**config.mk**
```make
export PLATFORM = sky130hd
export DESIGN_NAME = multi_channel_timeout_monitor_unit
export DESIGN_NICKNAME = d
export VERILOG_FILES = /design/src/hdl/mctm_pkg.sv /design/src/hdl/mctm_table.sv /design/src/hdl/mctm_alu.sv /design/src/hdl/multi_channel_timeout_monitor_unit.sv
export SDC_FILE = /design/constraint.sdc
export NUM_CORES = 1
export LEC_CHECK = 0
export ABC_AREA = 0
export BUFFER_PORTS_ARGS = -buffer_cell sky130_fd_sc_hd__buf_4
export CAP_MARGIN = 20
export CELL_PAD_IN_SITES_DETAIL_PLACEMENT = 0
export CELL_PAD_IN_SITES_GLOBAL_PLACEMENT = 2
export CORE_ASPECT_RATIO = 0.7
export CORE_MARGIN = 8
export CORE_UTILIZATION = 48
export DETAILED_ROUTE_END_ITERATION = 7
export GPL_TIMING_DRIVEN = 0
export PLACE_DENSITY = 0.89
export SETUP_SLACK_MARGIN = 0.3
export SLEW_MARGIN = 0
export SYNTH_ARGS = -nofsm -noshare
export SYNTH_HDL_FRONTEND = slang
export SYNTH_SLANG_ARGS = --single-unit
```
**constraint.sdc**
```tcl
create_clock -name aclk -period 6.65 [get_ports aclk]
set_input_delay 0.3325 -clock aclk [delete_from_list [all_inputs] [get_ports aclk]]
set_output_delay 0.3325 -clock aclk [all_outputs]
set_load 0.01 [all_outputs]
```
**src/hdl/mctm_pkg.sv**
```systemverilog
// Shared types and constants of the multi-channel timeout monitor.
package mctm_pkg;

    localparam int OP_W       = 3;
    localparam int CH_FIELD_W = 4;
    localparam int TMO_W      = 16;
    localparam int ELAPSED_W  = 17;
    localparam int CFG_IDX_W  = 2;

    localparam logic [OP_W-1:0] OP_TICK    = 3'd0;
    localparam logic [OP_W-1:0] OP_REFRESH = 3'd1;
    localparam logic [OP_W-1:0] OP_ADD     = 3'd2;
    localparam logic [OP_W-1:0] OP_REMOVE  = 3'd3;
    localparam logic [OP_W-1:0] OP_SET_TMO = 3'd4;
    localparam logic [OP_W-1:0] OP_QUERY   = 3'd5;
    localparam logic [OP_W-1:0] OP_START   = 3'd6;
    localparam logic [OP_W-1:0] OP_STOP    = 3'd7;

    localparam logic [CFG_IDX_W-1:0] CFG_DEFAULT_TIMEOUT = 2'd0;
    localparam logic [CFG_IDX_W-1:0] CFG_CHECK_INTERVAL  = 2'd1;

    localparam logic [TMO_W-1:0]     DEFAULT_TIMEOUT_RST = 16'd5000;
    localparam logic [TMO_W-1:0]     CHECK_INTERVAL_RST  = 16'd1000;
    localparam logic [TMO_W-1:0]     FALLBACK_INTERVAL   = 16'd1000;
    localparam logic [ELAPSED_W-1:0] ELAPSED_MAX         = 17'd65536;

    typedef struct packed {
        logic                 el_we;
        logic                 lim_we;
        logic [ELAPSED_W-1:0] el_wdata;
        logic [TMO_W-1:0]     lim_wdata;
    } tbl_wr_t;

endpackage

```
**src/hdl/mctm_table.sv**
```systemverilog
// Per-channel elapsed count and timeout limit memories with one registered read port.
module mctm_table #(
    parameter int CHANNELS = 16,
    parameter int CH_W     = 4
) (
    input  logic                             aclk,
    input  logic                             rd_en,
    input  logic [CH_W-1:0]                  rd_addr,
    input  logic [CH_W-1:0]                  wr_addr,
    input  mctm_pkg::tbl_wr_t                wr,
    output logic [mctm_pkg::ELAPSED_W-1:0]   el_rdata,
    output logic [mctm_pkg::TMO_W-1:0]       lim_rdata
);

    logic [mctm_pkg::ELAPSED_W-1:0] el_mem  [CHANNELS];
    logic [mctm_pkg::TMO_W-1:0]     lim_mem [CHANNELS];

    always_ff @(posedge aclk) begin
        if (wr.el_we) begin
            el_mem[wr_addr] <= wr.el_wdata;
        end
        if (wr.lim_we) begin
            lim_mem[wr_addr] <= wr.lim_wdata;
        end
    end

    always_ff @(posedge aclk) begin
        if (rd_en) begin
            el_rdata  <= el_mem[rd_addr];
            lim_rdata <= lim_mem[rd_addr];
        end
    end

endmodule

```
**src/hdl/mctm_alu.sv**
```systemverilog
// Shared saturating incrementer and timeout comparator used once per channel of a walk.
module mctm_alu (
    input  logic                           scan,
    input  logic                           valid,
    input  logic                           tripped,
    input  logic [mctm_pkg::ELAPSED_W-1:0] elapsed,
    input  logic [mctm_pkg::TMO_W-1:0]     limit,
    output logic [mctm_pkg::ELAPSED_W-1:0] elapsed_new,
    output logic                           expired
);

    always_comb begin
        if (valid && (elapsed < mctm_pkg::ELAPSED_MAX)) begin
            elapsed_new = elapsed + 17'd1;
        end else begin
            elapsed_new = elapsed;
        end
        expired = scan && valid && !tripped
                  && (elapsed_new > {1'b0, limit});
    end

endmodule

```
**src/hdl/multi_channel_timeout_monitor_unit.sv**
```systemverilog
// Top level of the multi-channel timeout monitor: sequencer, channel flags and result register.
// A table operation is executed in the op state, then answered from the response state.
// A tick walks every channel through one shared unit, a read state then an execute state
// per channel, and the walk stalls while a held result transaction blocks a timeout event.
// One item is processed at a time; s_ready is high only when the sequencer is idle.
// Synchronous active-low reset empties the table, stops the monitor and restores the
// register defaults; counts and limits are rewritten whenever a channel is registered.
module multi_channel_timeout_monitor_unit #(
    parameter int CHANNELS = 16
) (
    input  logic                             aclk,
    input  logic                             aresetn,
    input  logic                             s_valid,
    output logic                             s_ready,
    input  logic [mctm_pkg::OP_W-1:0]        s_op,
    input  logic [mctm_pkg::CH_FIELD_W-1:0]  s_channel,
    input  logic [mctm_pkg::TMO_W-1:0]       s_timeout_ms,
    output logic                             m_valid,
    input  logic                             m_ready,
    output logic                             m_kind,
    output logic [mctm_pkg::CH_FIELD_W-1:0]  m_channel_res,
    output logic                             m_flag,
    output logic                             m_last,
    input  logic                             cfg_valid,
    output logic                             cfg_ready,
    input  logic [mctm_pkg::CFG_IDX_W-1:0]   cfg_index,
    input  logic [mctm_pkg::TMO_W-1:0]       cfg_data
);

    localparam int CH_W = (CHANNELS > 1) ? $clog2(CHANNELS) : 1;
    localparam logic [CH_W-1:0] LAST_IDX = CH_W'(CHANNELS - 1);

    localparam logic [2:0] ST_IDLE  = 3'd0;
    localparam logic [2:0] ST_OP    = 3'd1;
    localparam logic [2:0] ST_RESP  = 3'd2;
    localparam logic [2:0] ST_RD    = 3'd3;
    localparam logic [2:0] ST_EX    = 3'd4;
    localparam logic [2:0] ST_FLUSH = 3'd5;

    logic [2:0]                          state_reg, state_next;
    logic [mctm_pkg::OP_W-1:0]           op_reg, op_next;
    logic [mctm_pkg::CH_FIELD_W-1:0]     chan_reg, chan_next;
    logic [CH_W-1:0]                     ch_idx_reg, ch_idx_next;
    logic                                inside_reg, inside_next;
    logic [mctm_pkg::TMO_W-1:0]          tmo_reg, tmo_next;
    logic                                flag_reg, flag_next;
    logic                                scan_reg, scan_next;
    logic [CH_W-1:0]                     idx_reg, idx_next;
    logic                                pend_valid_reg, pend_valid_next;
    logic [CH_W-1:0]                     pend_ch_reg, pend_ch_next;
    logic [CHANNELS-1:0]                 entry_valid_reg, entry_valid_next;
    logic [CHANNELS-1:0]                 tripped_reg, tripped_next;
    logic                                running_reg, running_next;
    logic [mctm_pkg::TMO_W-1:0]          ic_reg, ic_next;
    logic [mctm_pkg::TMO_W-1:0]          def_tmo_reg, def_tmo_next;
    logic [mctm_pkg::TMO_W-1:0]          interval_reg, interval_next;
    logic                                m_valid_reg, m_valid_next;
    logic                                m_kind_reg, m_kind_next;
    logic [mctm_pkg::CH_FIELD_W-1:0]     m_chan_reg, m_chan_next;
    logic                                m_flag_reg, m_flag_next;
    logic                                m_last_reg, m_last_next;

    logic                                s_fire;
    logic                                slot_free;
    logic [mctm_pkg::TMO_W-1:0]          period;
    logic [mctm_pkg::TMO_W:0]            ic_inc;
    logic                                rd_en;
    logic [CH_W-1:0]                     wr_addr;
    mctm_pkg::tbl_wr_t                   tbl_wr;
    logic [mctm_pkg::ELAPSED_W-1:0]      el_rdata;
    logic [mctm_pkg::TMO_W-1:0]          lim_rdata;
    logic [mctm_pkg::ELAPSED_W-1:0]      el_new;
    logic                                expired;
    logic                                cur_valid;
    logic                                cur_tripped;
    logic                                ch_valid;
    logic                                ch_tripped;

    mctm_table #(
        .CHANNELS (CHANNELS),
        .CH_W     (CH_W)
    ) u_table (
        .aclk      (aclk),
        .rd_en     (rd_en),
        .rd_addr   (idx_reg),
        .wr_addr   (wr_addr),
        .wr        (tbl_wr),
        .el_rdata  (el_rdata),
        .lim_rdata (lim_rdata)
    );

    mctm_alu u_alu (
        .scan        (scan_reg),
        .valid       (cur_valid),
        .tripped     (cur_tripped),
        .elapsed     (el_rdata),
        .limit       (lim_rdata),
        .elapsed_new (el_new),
        .expired     (expired)
    );

    assign s_ready       = (state_reg == ST_IDLE);
    assign s_fire        = s_valid && s_ready;
    assign cfg_ready     = 1'b1;
    assign m_valid       = m_valid_reg;
    assign m_kind        = m_kind_reg;
    assign m_channel_res = m_chan_reg;
    assign m_flag        = m_flag_reg;
    assign m_last        = m_last_reg;
    assign slot_free     = !m_valid_reg || m_ready;
    assign period        = (interval_reg == '0) ? mctm_pkg::FALLBACK_INTERVAL : interval_reg;
    assign ic_inc        = {1'b0, ic_reg} + 17'd1;
    assign cur_valid     = entry_valid_reg[idx_reg];
    assign cur_tripped   = tripped_reg[idx_reg];
    assign ch_valid      = inside_reg && entry_valid_reg[ch_idx_reg];
    assign ch_tripped    = inside_reg && tripped_reg[ch_idx_reg];

    always_comb begin
        state_next       = state_reg;
        op_next          = op_reg;
        chan_next        = chan_reg;
        ch_idx_next      = ch_idx_reg;
        inside_next      = inside_reg;
        tmo_next         = tmo_reg;
        flag_next        = flag_reg;
        scan_next        = scan_reg;
        idx_next         = idx_reg;
        pend_valid_next  = pend_valid_reg;
        pend_ch_next     = pend_ch_reg;
        entry_valid_next = entry_valid_reg;
        tripped_next     = tripped_reg;
        running_next     = running_reg;
        ic_next          = ic_reg;
        def_tmo_next     = def_tmo_reg;
        interval_next    = interval_reg;
        m_valid_next     = m_valid_reg && !m_ready;
        m_kind_next      = m_kind_reg;
        m_chan_next      = m_chan_reg;
        m_flag_next      = m_flag_reg;
        m_last_next      = m_last_reg;
        rd_en            = 1'b0;
        wr_addr          = idx_reg;
        tbl_wr           = '0;

        case (state_reg)
            ST_IDLE: begin
                if (s_fire) begin
                    op_next     = s_op;
                    chan_next   = s_channel;
                    ch_idx_next = CH_W'(s_channel);
                    inside_next = (32'(s_channel) < CHANNELS);
                    tmo_next    = s_timeout_ms;
                    idx_next    = '0;
                    if (s_op == mctm_pkg::OP_TICK) begin
                        scan_next  = 1'b0;
                        state_next = ST_RD;
                        if (running_reg) begin
                            if (ic_inc >= {1'b0, period}) begin
                                scan_next = 1'b1;
                                ic_next   = '0;
                            end else begin
                                ic_next = ic_inc[mctm_pkg::TMO_W-1:0];
                            end
                        end
                    end else begin
                        state_next = ST_OP;
                    end
                end
            end
            ST_OP: begin
                wr_addr    = ch_idx_reg;
                flag_next  = 1'b0;
                state_next = ST_RESP;
                case (op_reg)
                    mctm_pkg::OP_REFRESH: begin
                        if (inside_reg) begin
                            if (!entry_valid_reg[ch_idx_reg]) begin
                                tbl_wr.lim_we    = 1'b1;
                                tbl_wr.lim_wdata = def_tmo_reg;
                            end
                            entry_valid_next[ch_idx_reg] = 1'b1;
                            tripped_next[ch_idx_reg]     = 1'b0;
                            tbl_wr.el_we                 = 1'b1;
                            flag_next                    = 1'b1;
                        end
                    end
                    mctm_pkg::OP_ADD: begin
                        if (inside_reg && (tmo_reg != '0)) begin
                            entry_valid_next[ch_idx_reg] = 1'b1;
                            tripped_next[ch_idx_reg]     = 1'b0;
                            tbl_wr.el_we                 = 1'b1;
                            tbl_wr.lim_we                = 1'b1;
                            tbl_wr.lim_wdata             = tmo_reg;
                            flag_next                    = 1'b1;
                        end
                    end
                    mctm_pkg::OP_REMOVE: begin
                        if (ch_valid) begin
                            entry_valid_next[ch_idx_reg] = 1'b0;
                            tripped_next[ch_idx_reg]     = 1'b0;
                            flag_next                    = 1'b1;
                        end
                    end
                    mctm_pkg::OP_SET_TMO: begin
                        if (ch_valid && (tmo_reg != '0)) begin
                            tbl_wr.lim_we    = 1'b1;
                            tbl_wr.lim_wdata = tmo_reg;
                            flag_next        = 1'b1;
                        end
                    end
                    mctm_pkg::OP_QUERY: begin
                        flag_next = ch_valid && ch_tripped;
                    end
                    mctm_pkg::OP_START: begin
                        if (!running_reg) begin
                            running_next = 1'b1;
                            ic_next      = '0;
                            flag_next    = 1'b1;
                        end
                    end
                    mctm_pkg::OP_STOP: begin
                        if (running_reg) begin
                            entry_valid_next = '0;
                            tripped_next     = '0;
                            running_next     = 1'b0;
                            ic_next          = '0;
                            flag_next        = 1'b1;
                        end
                    end
                    default: begin
                        flag_next = 1'b0;
                    end
                endcase
            end
            ST_RESP: begin
                if (slot_free) begin
                    m_valid_next = 1'b1;
                    m_kind_next  = 1'b1;
                    m_chan_next  = chan_reg;
                    m_flag_next  = flag_reg;
                    m_last_next  = 1'b1;
                    state_next   = ST_IDLE;
                end
            end
            ST_RD: begin
                rd_en      = 1'b1;
                state_next = ST_EX;
            end
            ST_EX: begin
                if (!(expired && pend_valid_reg && !slot_free)) begin
                    tbl_wr.el_we    = 1'b1;
                    tbl_wr.el_wdata = el_new;
                    if (expired) begin
                        tripped_next[idx_reg] = 1'b1;
                        if (pend_valid_reg) begin
                            m_valid_next = 1'b1;
                            m_kind_next  = 1'b0;
                            m_chan_next  = mctm_pkg::CH_FIELD_W'(pend_ch_reg);
                            m_flag_next  = 1'b1;
                            m_last_next  = 1'b0;
                        end
                        pend_valid_next = 1'b1;
                        pend_ch_next    = idx_reg;
                    end
                    if (idx_reg == LAST_IDX) begin
                        state_next = ST_FLUSH;
                    end else begin
                        idx_next   = idx_reg + 1'b1;
                        state_next = ST_RD;
                    end
                end
            end
            ST_FLUSH: begin
                if (!pend_valid_reg) begin
                    state_next = ST_IDLE;
                end else if (slot_free) begin
                    m_valid_next    = 1'b1;
                    m_kind_next     = 1'b0;
                    m_chan_next     = mctm_pkg::CH_FIELD_W'(pend_ch_reg);
                    m_flag_next     = 1'b1;
                    m_last_next     = 1'b1;
                    pend_valid_next = 1'b0;
                    state_next      = ST_IDLE;
                end
            end
            default: begin
                state_next = ST_IDLE;
            end
        endcase

        if (cfg_valid && cfg_ready) begin
            case (cfg_index)
                mctm_pkg::CFG_DEFAULT_TIMEOUT: begin
                    def_tmo_next = cfg_data;
                end
                mctm_pkg::CFG_CHECK_INTERVAL: begin
                    interval_next = cfg_data;
                    ic_next       = '0;
                end
                default: begin
                end
            endcase
        end
    end

    always_ff @(posedge aclk) begin
        if (!aresetn) begin
            state_reg       <= ST_IDLE;
            pend_valid_reg  <= 1'b0;
            entry_valid_reg <= '0;
            tripped_reg     <= '0;
            running_reg     <= 1'b0;
            ic_reg          <= '0;
            def_tmo_reg     <= mctm_pkg::DEFAULT_TIMEOUT_RST;
            interval_reg    <= mctm_pkg::CHECK_INTERVAL_RST;
            m_valid_reg     <= 1'b0;
        end else begin
            state_reg       <= state_next;
            pend_valid_reg  <= pend_valid_next;
            entry_valid_reg <= entry_valid_next;
            tripped_reg     <= tripped_next;
            running_reg     <= running_next;
            ic_reg          <= ic_next;
            def_tmo_reg     <= def_tmo_next;
            interval_reg    <= interval_next;
            m_valid_reg     <= m_valid_next;
        end
    end

    always_ff @(posedge aclk) begin
        op_reg      <= op_next;
        chan_reg    <= chan_next;
        ch_idx_reg  <= ch_idx_next;
        inside_reg  <= inside_next;
        tmo_reg     <= tmo_next;
        flag_reg    <= flag_next;
        scan_reg    <= scan_next;
        idx_reg     <= idx_next;
        pend_ch_reg <= pend_ch_next;
        m_kind_reg  <= m_kind_next;
        m_chan_reg  <= m_chan_next;
        m_flag_reg  <= m_flag_next;
        m_last_reg  <= m_last_next;
    end

endmodule

```
==> impl_summary.txt <==
----------------------------------------------------
[Final layout]
  Number of antenna cells inserted ... 0
  Final instance area ... ~33000 um2
  Area growth from synthesis to final layout ... 15.6%
  Final net count ... 1968
  Final Util ... 56.4%
  Proportion of layout cells with a drive suffix above 1 ... a little under a quarter
  Largest registers ... u_table.el_mem (272), u_table.lim_mem (256), u_table.el_rdata (17)
  Largest register by flop count ... u_table.el_mem
  Number of flip-flops under the largest register name ... ~270
  Final cell count without fillers ... approximately 2700

[GRT]
  Wire length of the first global-routing pass ... 108 mm
  Vias in the first global route ... 16399
  Total congestion overflow after global routing ... 0
  Antenna violations before repair ... 1
  Maximum number of pins on one net before global-route repair ... 34
  Total global routing track utilization ... 21.3%

[Clock tree]
  Maximum number of buffers from clock root to sink ... 3
  Post-CTS setup repair buffer count ... 0
  Clock latency on the worst-skew pair ... 0.62 ns
  CTS Sinks ... 687
  H-tree levels ... 2
  CTS Root Cell ... sky130_fd_sc_hd__clkbuf_16
  Number of clock buffers inserted by TritonCTS ... 61
  Clock tree from TritonCTS ... built
  Worst-path clk slew ... about 0.07 ns

[STA]
  Normalized max-slew margin ... a little under a quarter
  Post-route clock period utilization ... between 90 and 100%
  Number of max-slew violations in the final report ... 0
  Unrepaired setup endpoints after global routing ... yes
  Slew @ Worst Pin ... 1.15 ns
  Clock Skew ... 0.0268 ns
  Count of endpoints failing hold in the final timing report ... 0
  Top achievable clock speed ... 0.161 GHz
  Fin crit period ... ~6.2 ns
  Finish-stage setup viols ... 0

[Die]
  DIE HEIGHT ... roughly 220 um
  Width of the die ... 308 um
  Core area ... around 59000 um2
  Core Rows ... 74
  I/O pin count ... 56
  Die outline area ... between 60000 and 70000 um2
  Effective utilization at floorplan ... 48.8%

[Power and ir drop]
  Net load switching power ... 1980 uW
  Power, Total ... 8790 uW
  Switching fraction of total power ... between 20% and 30%
  Cell leakage power ... ~0.011 uW
  Share of total power in combinational logic ... approximately 7.0%
  Worst IR drop on VDD ... slightly above 0.3 mV
  PD cells ... roughly 270 nW/um2
  Share of total power in sequential cells ... roughly 54%
  Portion of total power attributed to the clock network ... 39.3%
  Cell-internal power ... between 6000 and 7000 uW

[Placed design]
  Routability congestion estimate from global placement ... between 0.8 and 0.9
  Port Buf Inserts ... 53
  DP Wirelength ... between 50 and 60 mm
  Instance area at placement ... 30600 um2
  Placed cell count ... 2574

[Critical path]
  Crit Reg-Reg Endpoint ... u_table.el_mem[7][0]$_DFFE_PP_
  R2R Path Start ... idx_reg[0]$_SDFFCE_PN0P_
  Stage delay of the slowest cell on the critical path ... between 0.7 and 0.8 ns
  End point of the critical path ... u_table.el_mem[7][0]$_DFFE_PP_
  Critical path, cell by cell ... buf_6, mux4_2, a22oi_1, a21oi_1, nand4_1, nor2_1, xor2_1, ha_1, a21o_1, a211o_1, a2111oi_0, a2111o_2, nand2_1, buf_4, nor2_1
  Class of the most critical setup path ... reg -> reg
  Levels on crit path ... 15
  Crit start category ... flip-flop
  Startpoint of the worst setup timing path ... idx_reg[0]$_SDFFCE_PN0P_
  Critical-path maximum fanout ... 16
  Arrival time reported for the critical path endpoint ... roughly 6.5 ns
  Critical-path cell with the highest stage delay ... sky130_fd_sc_hd__a2111oi_0
  Cell family contributing the most delay on the critical path ... compound AO/OA/AOI/OAI gates
  Type of destination of the critical path ... flip-flop
  Worst reg2reg setup slack ... 0.43 ns
  Critical path buffers and inverters ... 2
  Most frequent cell on the critical path ... sky130_fd_sc_hd__nor2_1
  Data required, critical path ... approximately 6.9 ns
  R2R cell count ... 15

[Routing]
  Router iterations before antenna repair ... 6
  Mean routed wirelength per cell ... 26.7 um
  Number of vias after detailed routing ... roughly 17000
  Post-route DRC ... 0
  Via density per instance ... ~6.1
  Detail Route Antenna Nets ... 0
  First-iteration detailed-routing DRC count ... approximately 1900
  WL final ... 73.1 mm

[Synth]
  Commonest cells in the synthesized netlist ... sky130_fd_sc_hd__edfxtp_1 (601), sky130_fd_sc_hd__mux4_2 (182), sky130_fd_sc_hd__nand2_1 (127)
  Unique masters post-synth ... 71
  Cells after Synth ... approximately 1700
  Area of the mapped netlist ... 28600 um2
  Most area-consuming cells after synthesis ... sky130_fd_sc_hd__edfxtp_1 (63%), sky130_fd_sc_hd__mux4_2 (14%), sky130_fd_sc_hd__dfxtp_1 (6.0%)
  Count of flip-flops with a built-in enable after synthesis ... 601
  Most area-hungry cell type in the Yosys netlist ... sky130_fd_sc_hd__edfxtp_1
  Top cell type's share of synthesized area ... a little over three fifths
  Most common cell in the synthesized netlist ... sky130_fd_sc_hd__edfxtp_1
  Total nets after synthesis ... ~1800
  Sequential-to-total area share from yosys stat ... ~70%
  Post-Syn Area per Cell ... between 15 and 20 um2
  Syn. warnings ... 0
  Most used flip-flop cell after synthesis ... sky130_fd_sc_hd__edfxtp_1
  Seq cells post-synth ... 687
  Share of flip-flops with an asynchronous set or reset ... 0%

[Min path]
  Type of the most critical hold path ... in -> reg
  Hold path cells ... 3

[Job]
  Max Cap Viol ... 0

[Run status]
  Outcome ... finished, final reports clean

----------------------------------------------------
## layout by cell type (no fill, tap or decap), types with 14 or more instances in the layout
cell and count:
sky130_fd_sc_hd__edfxtp_1 601, sky130_fd_sc_hd__mux4_2 182, sky130_fd_sc_hd__nand2_1 127, sky130_fd_sc_hd__dfxtp_1 86, sky130_fd_sc_hd__nor2_1 83, sky130_fd_sc_hd__buf_4 72
sky130_fd_sc_hd__clkbuf_1 68, sky130_fd_sc_hd__clkbuf_16 61, sky130_fd_sc_hd__a21oi_1 51, sky130_fd_sc_hd__nand3_1 40, sky130_fd_sc_hd__dlygate4sd3_1 39, sky130_fd_sc_hd__ha_1 38
sky130_fd_sc_hd__inv_1 35, sky130_fd_sc_hd__o21ai_0 31, sky130_fd_sc_hd__buf_8 27, sky130_fd_sc_hd__nor2_2 25, sky130_fd_sc_hd__nor2b_1 20, sky130_fd_sc_hd__nand4_1 18
sky130_fd_sc_hd__xnor2_1 18, sky130_fd_sc_hd__buf_1 18, sky130_fd_sc_hd__and3_1 17, sky130_fd_sc_hd__nor4_1 17, sky130_fd_sc_hd__a22o_1 16, sky130_fd_sc_hd__a31oi_1 16
sky130_fd_sc_hd__clkinv_2 15, sky130_fd_sc_hd__a22oi_1 14
## timing repair
action,in CTS,in global routing
endpoints found under the setup margin,0,176
resized for setup,0,6
endpoints found under the hold margin,53,0
hold buffers,39,0
## layout make-up
| class | count | area [um2] |
|---|---|---|
| Clock inverter | 41 | 339 |
| Buffer | 92 | 399 |
| Timing Repair Buffer | 139 | 1400 |
| Fill cell | 4451 | 25600 |
| Tap cell | 798 | 998 |
| Inverter | 36 | 135 |
| Multi-Input combinational cell | 867 | 8400 |
| Sequential cell | 687 | 19800 |
| Clock buffer | 75 | 1600 |
## routing by layer
metal | GRT usage (%) | vias up | routed length (um)
met5 | 0 | - | 0
met4 | 4.40 | 0 | 1230
met3 | 5.11 | 88 | 6450
met2 | 31.8 | 820 | 32700
met1 | 31.9 | 8618 | 32700
li1 | - | 7110 | -
## logic make-up (layout without fill, tap and decap cells)
family / count (synthesis) / in the layout / synth area share (%)
compound gates: 203 / 203 / 4.87
other cells: 1 / 1 / 0.0131
simple gates: 407 / 407 / 6.81
fa+ha+maj: 38 / 38 / 1.66
buf+inv: 128 / 383 / 1.87
xor+xnor: 29 / 29 / 0.889
mux: 189 / 189 / 14.7
flops: 687 / 687 / 69.2
## worst register-to-register path: stages (launching register included)
cell                        delay [ns]
sky130_fd_sc_hd__edfxtp_1         0.49
sky130_fd_sc_hd__buf_6            0.25
sky130_fd_sc_hd__mux4_2           0.54
sky130_fd_sc_hd__a22oi_1          0.50
sky130_fd_sc_hd__a21oi_1          0.26
sky130_fd_sc_hd__nand4_1          0.30
sky130_fd_sc_hd__nor2_1           0.11
sky130_fd_sc_hd__xor2_1           0.25
sky130_fd_sc_hd__ha_1             0.31
sky130_fd_sc_hd__a21o_1           0.17
sky130_fd_sc_hd__a211o_1          0.28
sky130_fd_sc_hd__a2111oi_0        0.78
sky130_fd_sc_hd__a2111o_2         0.45
sky130_fd_sc_hd__nand2_1          0.14
sky130_fd_sc_hd__buf_4            0.26
sky130_fd_sc_hd__nor2_1           0.77
## power by group through the flow
stage	registers, uW	clock network (uW)	logic [uW]
floorplan	4800	0	368
global placement	4810	0	557
detailed placement	4810	0	575
CTS	4720	3490	600
global route	4720	3670	658
finish	4720	3460	616
## stage by stage
| step | TNS (ns) | worst slack, ns | hold WS, ns |
|---|---|---|---|
| detailed placement | 0 | 0.499 | 0.440 |
| global placement | -46.83 | -0.609 | 0.434 |
| finish | 0 | 0.430 | 0.0702 |
| CTS | 0 | 0.447 | 0.0364 |
| global route | 0 | 0.168 | 0.0961 |
| floorplan | 0 | 1.87 | 0.421 |
## how the worst min path moves through the flow
stage | end | slack [ns] | start
after floorplan | pend_ch_reg[3]$_DFFE_PP_ | 0.42 | idx_reg[3]$_SDFFCE_PN0P_
after global placement | pend_ch_reg[3]$_DFFE_PP_ | 0.43 | idx_reg[3]$_SDFFCE_PN0P_
after detailed placement | pend_ch_reg[3]$_DFFE_PP_ | 0.44 | idx_reg[3]$_SDFFCE_PN0P_
after CTS | m_valid$_SDFF_PN0_ | 0.04 | m_ready
after global routing | m_valid$_SDFF_PN0_ | 0.1 | m_ready
final | m_valid$_SDFF_PN0_ | 0.07 | m_ready
(Power assumes the default switching activity.)
